`config.mk`:
```
export PLATFORM = sky130hd
export DESIGN_NAME = gmsp_ram
export DESIGN_NICKNAME = d
export VERILOG_FILES = /design/src/rtl/gmsp_ram.sv
export SDC_FILE = /design/constraint.sdc
export NUM_CORES = 1
export LEC_CHECK = 0
export BUFFER_PORTS_ARGS = -buffer_cell sky130_fd_sc_hd__buf_2
export CAP_MARGIN = 20
export CORE_MARGIN = 2
export CORE_UTILIZATION = 40
export CTS_BUF_LIST = sky130_fd_sc_hd__clkbuf_2 sky130_fd_sc_hd__clkbuf_4 sky130_fd_sc_hd__clkbuf_8
export DETAILED_ROUTE_END_ITERATION = 8
export PLACE_DENSITY = 0.63
export SYNTH_ARGS = -nofsm -noshare
export SYNTH_HDL_FRONTEND = slang
export SYNTH_SLANG_ARGS = --single-unit
```
`constraint.sdc`:
```
create_clock -name clk_i -period 2 [get_ports clk_i]
set_input_delay 0.4 -clock clk_i [delete_from_list [all_inputs] [get_ports clk_i]]
set_output_delay 0.4 -clock clk_i [all_outputs]
set_load 0.05 [all_outputs]
```
`src/rtl/gmsp_ram.sv`:
```
// ----------------------------------------------------------------------------
// gmsp_ram
// generic single-port-write, single-port-read ram with registered read
// ----------------------------------------------------------------------------
module gmsp_ram #(
  parameter int unsigned WIDTH = 8,
  parameter int unsigned DEPTH = 16
) (
  input  logic                                  clk_i,
  input  logic                                  we_i,
  input  logic [((DEPTH > 1) ? $clog2(DEPTH) : 1)-1:0] waddr_i,
  input  logic [WIDTH-1:0]                      wdata_i,
  input  logic                                  re_i,
  input  logic [((DEPTH > 1) ? $clog2(DEPTH) : 1)-1:0] raddr_i,
  output logic [WIDTH-1:0]                      rdata_o
);

  logic [WIDTH-1:0] mem_q [DEPTH];
  logic [WIDTH-1:0] rdata_q;

  always_ff @(posedge clk_i) begin
    if (we_i) begin
      mem_q[waddr_i] <= wdata_i;
    end
    if (re_i) begin
      rdata_q <= mem_q[raddr_i];
    end
  end

  assign rdata_o = rdata_q;

endmodule

```
# [Word level (Yosys, flattened, before mapping)]
# Memories as Yosys holds them, arrays and structs flattened. A register that Yosys moved wholly into a read port is not among the register bits.
# Index checks and enable logic that the tools add are counted.
[op_classes] addsub=0 multipliers=0 n_div=0 n_lt_le_gt_ge=0 n_eq_ne=0 n_shift=0 muxes=2 n_bitwise=0 reduce_logical=0
[ops] operator="1-bit 2-to-1 mux" count=2
[word_totals] register_bits=0 latchBits=0 ram_bits=128 rom_bits=0 in_bits=19 output_inout_bits=8 wordCells=3 memories=1
[memory_table] memory="mem_q" words=16 word_bits=8 rd=1 rd_clocked_by_memory_dff=1 write_ports=1 line_no="18" text="logic [WIDTH-1:0] mem_q [DEPTH];"

# [Logic depth before layout (Yosys ltp)]
[logic_depth] word_depth=2 ltp_mapped=5 depth_no_buf=3

# [Least setup slack after synthesis]
# No wires, ideal clock.
[synth_timing] path_kind="input to register" from="input port waddr_i[2] in the netlist's numbering" to="memory mem_q[0][0] (enable)" setup_ns=0.383 arrival_ns=1.510 required_ns=1.617 path_slack_ns=0.107 cell_stages=2 path_buffers=0 path_cell_list="or3b_2 nor3_1"
[synth_lines] element="from (decl)" line_no="11" text="input logic [((DEPTH > 1) ? $clog2(DEPTH) : 1)-1:0] waddr_i,"
[synth_lines] element="to (decl)" line_no="18"
# No word-level cell before the write port.

==> qor.yml <==
drc: 0
swShare_pct: 22.3
dpl_cell_area_sq_um: 5700
clkTransAtPathRegs_ns: 0.08
setup.worst_path.class: "in -> reg"
grtUsageTotal_pct: 15.1
yosysTopAreaCellShare_pct: 78.1
cts_resized: 0
p_clk_share_pct: 38.0
max_clock_freq_ghz: 0.650
path_max_fanout: 19
ys_seq_area_share_pct: 78.1
finalInstanceArea_sq_um: 6090
die_area_sq_um: 14000
syn_area_sq_um: 5230
yosys_warnings: 0
grt_antenna_before_repair: 0
rsz0062_at_grt: "no"
setup-violations-final: 0
ios: 27
mostFrequentLayoutCells: "edfxtp_1, buf_2, buf_4"
p_sw_uw: 1280
synth_seq_cells: 136
post-place-cells: 441
die-width_microns: 118
power_density_nw_per_um2: 944
cp.buffers_inverters: 2
fill_cells: 1049
synth.area.top_cells: "edfxtp_1, mux4_2, mux4_1"
grt_max_degree: 20
ant_nets: 0
min_period_ns: 1.54
path_cells: "buf_2, buf_12, mux4_1, a22oi_1, nand2_1"
die_h_microns: 118
tns_ns: 0
nets: 307
cts_tree: "done"
numPortBuffers: 26
maxCapViolCount: 0
final_common_cell: "edfxtp_1"
routed_wl_microns: 9770
finalHoldViolCount: 0
row_count: 41
cp_slowest_cell: "mux4_1"
critPathMaxStageDelay_ns: 0.57
syn_area_per_cell_sq_um: 22.8
layout-area-overhead-vs-synth_pct: 16.6
regArea_sq_um: 4080
route.vias.total: 2439
synth.distinct_cells: 18
yosysTopAreaCell: "edfxtp_1"
tightestPinTransition_ns: 0.417
synthesis.nets: 248
p_leak_uw: 0.00204
layout-drive-gt1-share_pct: 33.2
cts_root_buf: "clkbuf_8"
multi_input_area_sq_um: 1060
hold_class: "in -> reg"
finalMaxSlewViolations: 0
cp-end-kind: "register"
drtIter0Drc: 224
dr.pass1.iters: 4
crit_family: "multiplexers"
h-tree-depth: 4
finalClockSkew_ns: 0.00772
overflow: 0
cts_num_sinks: 136
numCtsBuffers: 17
vias_per_cell: 5.16
cts_setup_buffers: 0
final_cells: 473
slew_headroom_pct: 72.2
combPwrFrac_pct: 6.1
wire_per_inst_microns: 20.6
grt_pass1_vias: 2502
p_int_uw: 4470
hold_ws_ns: 0.327
grt_pass1_wl_microns: 15000
fin_crit_sh_pct: 76.9
hold_buffers: 0
core_sq_um: 12700
clk_latency_ns: 0.43
gp_congestion: 0.760
peakVddDrop_mv: 0.359
outcome: "finished clean"
crit_arrival_ns: 1.71
antennaDiodeCount: 0
startpoint_type: "input pin"
required_ns: 2.17
initial_core_util_pct: 41.3
clock_path_buffers: 2
synth_cells: 229
p_seq_share_pct: 56.0
hpwlAfterDp_microns: 6390
[Yosys cell counts]
cell type        number
nor2_1               13
nand3_1               1
mux4_2               18
nand2_1               9
nand2b_1              2
and2_1                1
buf_6                 3
buf_2                 3
or3b_2                1
nor3_1                4
a22oi_1              16
nand3b_1              2
and2b_1               1
buf_4                 1
mux4_1               14
edfxtp_1            136
nor2b_1               1
clkdlybuf4s25_2       3
[cell families (layout without fill, tap and decap cells)]
group / after synthesis / after routing / synth area share, %
buffers and inverters: 10 / 82 / 1.65
AO/OA/AOI/OAI: 16 / 16 / 2.30
AND/OR/NAND/NOR: 35 / 35 / 3.14
flip-flops: 136 / 136 / 78.1
multiplexers: 32 / 32 / 14.8
[registers in the layout (all words and copies together), names as in the netlist]
register  flops
mem_q       128
rdata_o       8
[path summary, 6_finish.rpt]
| kind | depth (start not counted) | endpoint | start | slack [ns] |
|---|---|---|---|---|
| worst max-delay path | 5 | rdata_o[2] | raddr_i[0] | 0.46 |
| worst min-delay path | 1 | rdata_o[5] | re_i | 0.33 |
| worst max register to register | 3 | rdata_o[2] | mem_q[1][2] | 0.48 |
| worst min register to register | 3 | rdata_o[4] | mem_q[11][4] | 0.76 |
[through the flow]
| step | total power [uW] | setup WS [ns] | util [%] |
|---|---|---|---|
| 2_1_floorplan | 3490 | 0.107 | - |
| 3_3_place_gp | 3630 | 0.0667 | 45.0 |
| 4_1_cts | 5800 | 0.494 | 48.1 |
| 3_5_place_dp | 3640 | 0.0459 | 45.0 |
| 5_1_grt | 5970 | 0.398 | 48.1 |
| 6_report | 5750 | 0.462 | 48.1 |
[layout make-up]
class | instances | share of cell area [%]
sequential | 136 | 67.0
multi-input combinational | 83 | 17.3
timing repair buffer | 50 | 5.71
clock buffer | 18 | 3.96
tap | 172 | 3.53
clock inverter | 14 | 2.44
[power groups by stage]
stage / sequential [uW] / clock [uW] / combinational [uW]
after CTS: 3220 / 2230 / 355
after global routing: 3220 / 2370 / 375
final: 3220 / 2180 / 348
after detailed placement: 3280 / 0 / 354
after floorplan: 3330 / 0 / 162
after global placement: 3280 / 0 / 347
[per-layer routing]
| layer | vias up | share of wire, % | GRT usage [%] |
|---|---|---|---|
| li1 | 1097 | - | - |
| met1 | 1258 | 44 | 20.8 |
| met2 | 76 | 49 | 23.4 |
| met5 | - | 0 | 0 |
| met4 | 0 | 0.98 | 5.35 |
| met3 | 8 | 6.0 | 3.96 |
(Power assumes the default switching activity.)
