## src/rtl/gmsp_pkg.sv

```systemverilog
// ----------------------------------------------------------------------------
// gmsp_pkg
// shared types and constants of the grid max score path counter
// ----------------------------------------------------------------------------
package gmsp_pkg;

  localparam int unsigned MAX_SIDE = 128;
  localparam int unsigned COL_W    = (MAX_SIDE > 1) ? $clog2(MAX_SIDE) : 1;
  localparam int unsigned SIDE_W   = $clog2(MAX_SIDE + 1);
  localparam int unsigned CFG_W    = 8;
  localparam int unsigned CMP_W    = (SIDE_W > CFG_W) ? SIDE_W : CFG_W;

  localparam int unsigned SCORE_W  = 12;
  localparam int unsigned COUNT_W  = 30;
  localparam int unsigned SUM_W    = COUNT_W + 2;

  localparam logic [COUNT_W-1:0] COUNT_MOD   = 30'd1000000007;
  localparam logic [SCORE_W-1:0] SCORE_SAT   = 12'd4095;
  localparam logic [CFG_W-1:0]   GRID_RESET  = 8'd128;

  // apb register map
  localparam int unsigned PADDR_W  = 3;
  localparam logic        REG_GRID_SIZE = 1'b0;

  typedef enum logic [1:0] {
    KIND_DIGIT    = 2'd0,
    KIND_OBSTACLE = 2'd1,
    KIND_START    = 2'd2,
    KIND_END      = 2'd3
  } kind_e;

  // one row buffer entry: reachable flag, score and path count
  typedef struct packed {
    logic               reach;
    logic [SCORE_W-1:0] score;
    logic [COUNT_W-1:0] count;
  } entry_t;

  localparam int unsigned ENTRY_W = $bits(entry_t);

  // per-cell control handed to the evaluator
  typedef struct packed {
    kind_e      kind;
    logic [3:0] digit;
    logic       corner;
  } cell_ctl_t;

endpackage

```

## src/rtl/gmsp_cell_eval.sv

```systemverilog
// ----------------------------------------------------------------------------
// gmsp_cell_eval
// best score and tied path count of one cell from its three neighbours
// ----------------------------------------------------------------------------
module gmsp_cell_eval
  import gmsp_pkg::*;
(
  input  entry_t    down_i,
  input  entry_t    right_i,
  input  entry_t    diag_i,
  input  cell_ctl_t ctl_i,
  output entry_t    result_o
);

  logic [SCORE_W-1:0] best;
  logic               any_reach;
  logic [SUM_W-1:0]   sum;
  logic [SUM_W-1:0]   mod1;
  logic [SUM_W-1:0]   mod2;
  logic [COUNT_W-1:0] count_red;
  logic [SCORE_W:0]   score_raw;
  logic [3:0]         add_val;

  assign mod1 = {2'b00, COUNT_MOD};
  assign mod2 = {1'b0, COUNT_MOD, 1'b0};

  always_comb begin
    best      = '0;
    any_reach = down_i.reach | right_i.reach | diag_i.reach;
    if (down_i.reach && down_i.score > best) best = down_i.score;
    if (right_i.reach && right_i.score > best) best = right_i.score;
    if (diag_i.reach && diag_i.score > best) best = diag_i.score;
  end

  // tied counts; each is below the modulus so one selection reduces the sum
  always_comb begin
    sum = '0;
    if (down_i.reach && down_i.score == best) sum = sum + {2'b00, down_i.count};
    if (right_i.reach && right_i.score == best) sum = sum + {2'b00, right_i.count};
    if (diag_i.reach && diag_i.score == best) sum = sum + {2'b00, diag_i.count};
    if (sum >= mod2) begin
      count_red = COUNT_W'(sum - mod2);
    end else if (sum >= mod1) begin
      count_red = COUNT_W'(sum - mod1);
    end else begin
      count_red = COUNT_W'(sum);
    end
  end

  assign add_val   = (ctl_i.kind == KIND_END) ? 4'd0 : ctl_i.digit;
  assign score_raw = {1'b0, best} + {{(SCORE_W - 3){1'b0}}, add_val};

  always_comb begin
    result_o = '0;
    if (ctl_i.corner) begin
      result_o.reach = 1'b1;
      result_o.count = COUNT_W'(1);
    end else if (ctl_i.kind == KIND_OBSTACLE || ctl_i.kind == KIND_START) begin
      result_o = '0;
    end else if (any_reach) begin
      result_o.reach = 1'b1;
      result_o.score = score_raw[SCORE_W] ? SCORE_SAT : score_raw[SCORE_W-1:0];
      result_o.count = count_red;
    end
  end

endmodule

```

## config.mk

```make
export PLATFORM = sky130hd
export DESIGN_NAME = gmsp_cell_eval
export DESIGN_NICKNAME = d
export VERILOG_FILES = /design/src/rtl/gmsp_pkg.sv /design/src/rtl/gmsp_cell_eval.sv
export SDC_FILE = /design/constraint.sdc
export NUM_CORES = 1
export LEC_CHECK = 0
export ABC_AREA = 1
export CAP_MARGIN = 10
export CORE_MARGIN = 3
export CORE_UTILIZATION = 60
export DETAILED_ROUTE_END_ITERATION = 6
export DONT_BUFFER_PORTS = 1
export PLACE_DENSITY_LB_ADDON = 0.12
export SLEW_MARGIN = 40
export SYNTH_ARGS = -nofsm -noshare
export SYNTH_HDL_FRONTEND = slang
export SYNTH_SLANG_ARGS = --single-unit
```

## constraint.sdc

```tcl
create_clock -name vclk -period 17.56
set_clock_uncertainty 0.15 [all_clocks]
set_input_delay 3.512 -clock vclk [all_inputs]
set_output_delay 3.512 -clock vclk [all_outputs]
set_load 0.1 [all_outputs]
```

# After elaboration in Yosys (flattened, before gate mapping)

Cells that the tools add are included.

Bits in registers: 0
Bits in latches: 0
Memory bits (writable): 0
ROM bits: 0
Output and inout bits: 43
Memories kept: 0

Add/subtract/negate cells: 5
Multiply operators: 0
Div/mod/pow operators: 0
$lt $le $gt $ge: 5
Equal/unequal tests: 6
Shifts and indexed selects: 0
Muxes and demuxes: 15
Bitwise operators: 2
Reductions and logical operators: 7

Operator list:

| operator                                                                              | count |
|---|---|
| 30-bit two-way mux                                                                    | 4 |
| 43-bit two-way mux                                                                    | 2 |
| 32-bit by 30-bit adder with 32-bit output                                             | 2 |
| 32-bit two-way mux                                                                    | 2 |
| 12-bit two-way mux                                                                    | 5 |
| 30-bit subtractor, second input constant                                              | 2 |
| 12-bit == test                                                                        | 3 |
| 32-bit by 30-bit greater-or-equal comparator with 1-bit output, second input constant | 1 |
| 32-bit by 31-bit greater-or-equal comparator with 1-bit output, second input constant | 1 |
| 12-bit > comparator                                                                   | 2 |
| 12-bit by 4-bit adder with 13-bit output                                              | 1 |
| 12-bit by 1-bit > comparator with 1-bit output, second input constant                 | 1 |
| 1-bit logical AND                                                                     | 6 |
| 2-bit == test, second input constant                                                  | 2 |
| 4-bit two-way mux                                                                     | 1 |
| 2-bit by 1-bit == test with 1-bit output, second input constant                       | 1 |
| 1-bit bitwise OR                                                                      | 2 |
| 1-bit logical OR                                                                      | 1 |
| 1-bit two-way mux                                                                     | 1 |

# Longest topological paths before layout

Depth after elaboration: 22
Gate-level depth with buffers: 83
Depth with buffers taken out: 78

# Worst setup path after synthesis

No wires, ideal clock.

Path type: input -> output
From: input port down_i[32] (netlist bit)
To: output port result_o[2] (netlist bit)
Arrival: 13.335 ns
Required time: 13.898 ns
Setup slack: 0.563 ns
Stages: 68
Path through: inv_1 nand2_1 nor3_1 nand2_1 nand2_2 nor2_1 inv_1 ha_1 nand2_1 nor2_2 nand2_1 clkinv_1 nand2_2 nand3_4 nand2_4 buf_2 or2_2 nand2_1 [... 32 more ...] a21oi_1 inv_1 nand2_1 nand3_1 a21oi_1 o21ai_0 xor2_1 or2_2 nand2_1 nand2_1 nor2_1 nand2_1 inv_1 nand2_1 nand3_4 nand2_1 or2_0 a21oi_1

RTL lines:

| item        | line                 | source |
|---|---|---|
| from (decl) | gmsp_cell_eval.sv:8  | `input entry_t down_i,` |
| to (decl)   | gmsp_cell_eval.sv:12 | `output entry_t result_o` |

==> results.md <==
- Subtracting the final worst setup slack from the clock period gives 16.81 ns.
- The synthesized instance count is slightly below 2000.
- The clock network power share is 0%.
- The number of nets in the finished design is 2211.
- The setup total negative slack is 0 ns.
- The per-instance average area after synthesis is 5.11 sq um.
- The number of antenna violations at the first check in global routing is 0.
- The cell that appears most often on the critical path is sky130_fd_sc_hd__nand2_1.
- The post-route netlist has between 10% and 20% of its cells at a drive strength greater than 1.
- The area of the die is 18400 sq um.
- The global-route wire length before repair is 56.5 mm.
- STA classifies the critical path endpoint as an output port.
- The largest single stage delay on the critical path is 0.33 ns.
- The wire length reported by the detailed router is 36.9 mm.
- For this run, the number of Yosys warnings is 0.
- The congestion estimate from routability-driven global placement came to ~1.1.
- The largest net degree at the start of global routing is 60.
- The maximum vdd ir drop is around 0.039 mV.
- The max capacitance violation total is 0.
- sky130_fd_sc_hd__nand2_1 takes more of the synthesized area than any other cell.
- Timing would allow up to 59.5 MHz.
- The total track usage is 37.2%.
- The DRC violations left is 0.
- The max-slew violation count came to 0.
- The flow ran to the end, and the final reports show no timing, DRC or antenna violations.
- In this run the core area contains 46 standard-cell rows.
- In this run, the combinational gates consume 100.0% of the power.
- Summing all flip-flop and latch instances after layout gives 0 sq um.
- The area of the core is around 16000 sq um.
- Along the worst path, the maximum fanout reaches 26.
- The portion of synthesized cell area occupied by the leading cell type is 24.5%.
- The via count of the first global-routing pass is 11700.
- The net switching power is 131 uW.
- After synthesis, the cell types taking the most area are sky130_fd_sc_hd__nand2_1, sky130_fd_sc_hd__ha_1, sky130_fd_sc_hd__inv_1.
- The port buffer count is 0.
- The post-layout total power is approximately 190 uW.
- The arrival time at the worst endpoint is 13.15 ns.
- The total vias in the final route is ~13000.
- The internal power component is between 50 and 60 uW.
- STA puts the critical path data required time at 13.90 ns.
- The number of buffers and inverters on the critical path is 10.
- The worst max-slew margin expressed relative to the limit is 48.2%.
- The path type of the worst setup path is input port to output port.
- The sequential cell count is 0.
- The portion of total power attributed to sequential cells is 0%.
- The boundary pin count is 179.
- Using the TritonRoute via totals, the vias-per-cell ratio works out to 5.89.
- The die is 136 um tall.
- The commonest cells after synthesis are sky130_fd_sc_hd__nand2_1, sky130_fd_sc_hd__inv_1, sky130_fd_sc_hd__nor2_1, sky130_fd_sc_hd__nand3_1, sky130_fd_sc_hd__a21oi_1.
- The number of distinct library cell variants in the gate-level netlist after synthesis is between 50 and 60.
- Counting tap cells, the placed design contains a total of 2187 instances.
- The power density of the placed cells is 16.8 nW/um^2.
- The class of the most critical hold timing path is input port to output port.
- For the pin with the worst max-slew slack, the measured transition is 0.776 ns.
- The leakage component of the power is 0.00621 uW.
- The average routed wire per standard cell is 16.8 um.
- STA classifies the critical path startpoint as an input port.
- The first routing iteration left 1523 violations.
- The number of inserted diodes is 0.
- The utilization of the core after routing is 68.8%.
- The first detailed-routing pass ran for 5 iterations.
- The area of the mapped netlist is 10100 sq um.
- The number of standard cells in the final layout excluding fillers is 2198.
- The number of nets produced by synthesis is 2199.
- The slowest stage of the critical path is the sky130_fd_sc_hd__ha_1 cell.
- The sequential area share after synthesis is 0%.
- From synthesis to final layout, the design area changed by 10.4%.
- Net switching is a little over two thirds of the power.
- The clock buffer instance count of the final layout is 0.
- The initial cell density of the core is 62.3%.
- Once detail routing completed, the nets flagged for antenna violations numbered 0.
- The count of endpoints failing setup in the final report is 0.
- The total overflow left after global routing is 0.
- Among cell families on the critical path, the largest total delay comes from simple AND/OR/NAND/NOR gates.
- The die is ~140 um wide.
- The number of hold-slack violations in the final timing report was 0.
- The most frequent cell after synthesis is sky130_fd_sc_hd__nand2_1.
- The half-perimeter wire length of the detailed placement result is 30.2 mm.
- The share of the clock period used by the worst path is 95.7%.
metrics by stage:
| stage | hold WS [ns] | worst slack, ns | instance area, sq um |
|---|---|---|---|
| after floorplan | 7.34 | 0.563 | 10100 |
| after global placement | 7.15 | 0.137 | 10800 |
| after detailed placement | 7.17 | -0.0710 | 10900 |
| after CTS | 7.17 | 0.0402 | 10900 |
| after global routing | 7.19 | -0.0791 | 11100 |
| final | 7.17 | 0.747 | 11100 |
area by class of cell:
type / instances / area, sq um
well taps: 216 / 270
fillers: 1556 / 5050
multi-input cells: 1648 / 8990
inverters: 284 / 1070
repair buffers: 50 / 788
path summary, 6_finish.rpt:
kind / startpoint / cells past startpoint / to / slack [ns]
setup / recovery: down_i[32] / 70 / result_o[2] / 0.75
hold / removal: ctl_i[0] / 3 / result_o[0] / 7.17
cells in the final DEF, fill, tap and decap left out, drive strengths merged:
| cell type | Yosys | layout |
|---|---|---|
| a211oi | 3 | 3 |
| a21boi | 3 | 3 |
| a21o | 2 | 2 |
| a21oi | 143 | 143 |
| a31oi | 7 | 7 |
| and2 | 6 | 6 |
| buf | 33 | 50 |
| clkinv | 6 | 6 |
| fa | 3 | 3 |
| ha | 88 | 88 |
| inv | 278 | 278 |
| mux2i | 1 | 1 |
| nand2 | 709 | 710 |
| nand3 | 211 | 214 |
| nand3b | 14 | 14 |
| nand4 | 26 | 26 |
| nor2 | 236 | 236 |
| nor3 | 19 | 19 |
| nor3b | 1 | 1 |
| nor4 | 4 | 4 |
| o211ai | 3 | 3 |
| o21a | 4 | 4 |
| o21ai | 78 | 78 |
| o21bai | 7 | 7 |
| o221a | 1 | 1 |
| o22ai | 7 | 7 |
| o31ai | 3 | 3 |
| o41ai | 1 | 1 |
| or2 | 25 | 25 |
| xnor2 | 15 | 15 |
| xor2 | 24 | 24 |
repair_timing:
action                                  CTS  global route
pin swaps                                 0             5
buffers inserted                          0             7
gates cloned                              0             4
gates resized for setup                   4            38
hold buffers                              0             0
endpoints found under the setup margin   27            30
kinds of logic (layout without fill, tap and decap cells):
family | after synthesis | after routing | share of synthesized area [%]
xor gates and xnor gates | 39 | 39 | 3.39
AOI/OAI and AO/OA | 262 | 262 | 14.5
adders and majority gates | 91 | 91 | 11.5
and+or+nand+nor | 1251 | 1255 | 56.3
buffers and inverters | 328 | 334 | 14.2
muxes | 1 | 1 | 0.0994
per-layer routing:
metal / track usage [%] / vias to the layer above / wire [um]
met2: 63.5 / 796 / 16500
met3: 9.40 / 172 / 4440
met4: 17.9 / 0 / 2190
li1: - / 6377 / -
met5: 0 / - / 0
met1: 43.5 / 5603 / 13700
power groups by stage:
| stage | logic [uW] | clock network, uW | registers (uW) |
|---|---|---|---|
| after CTS | 178 | 0 | 0 |
| after global placement | 173 | 0 | 0 |
| after floorplan | 138 | 0 | 0 |
| after detailed placement | 177 | 0 | 0 |
| final | 187 | 0 | 0 |
| after global routing | 204 | 0 | 0 |
(Power assumes the default switching activity.)
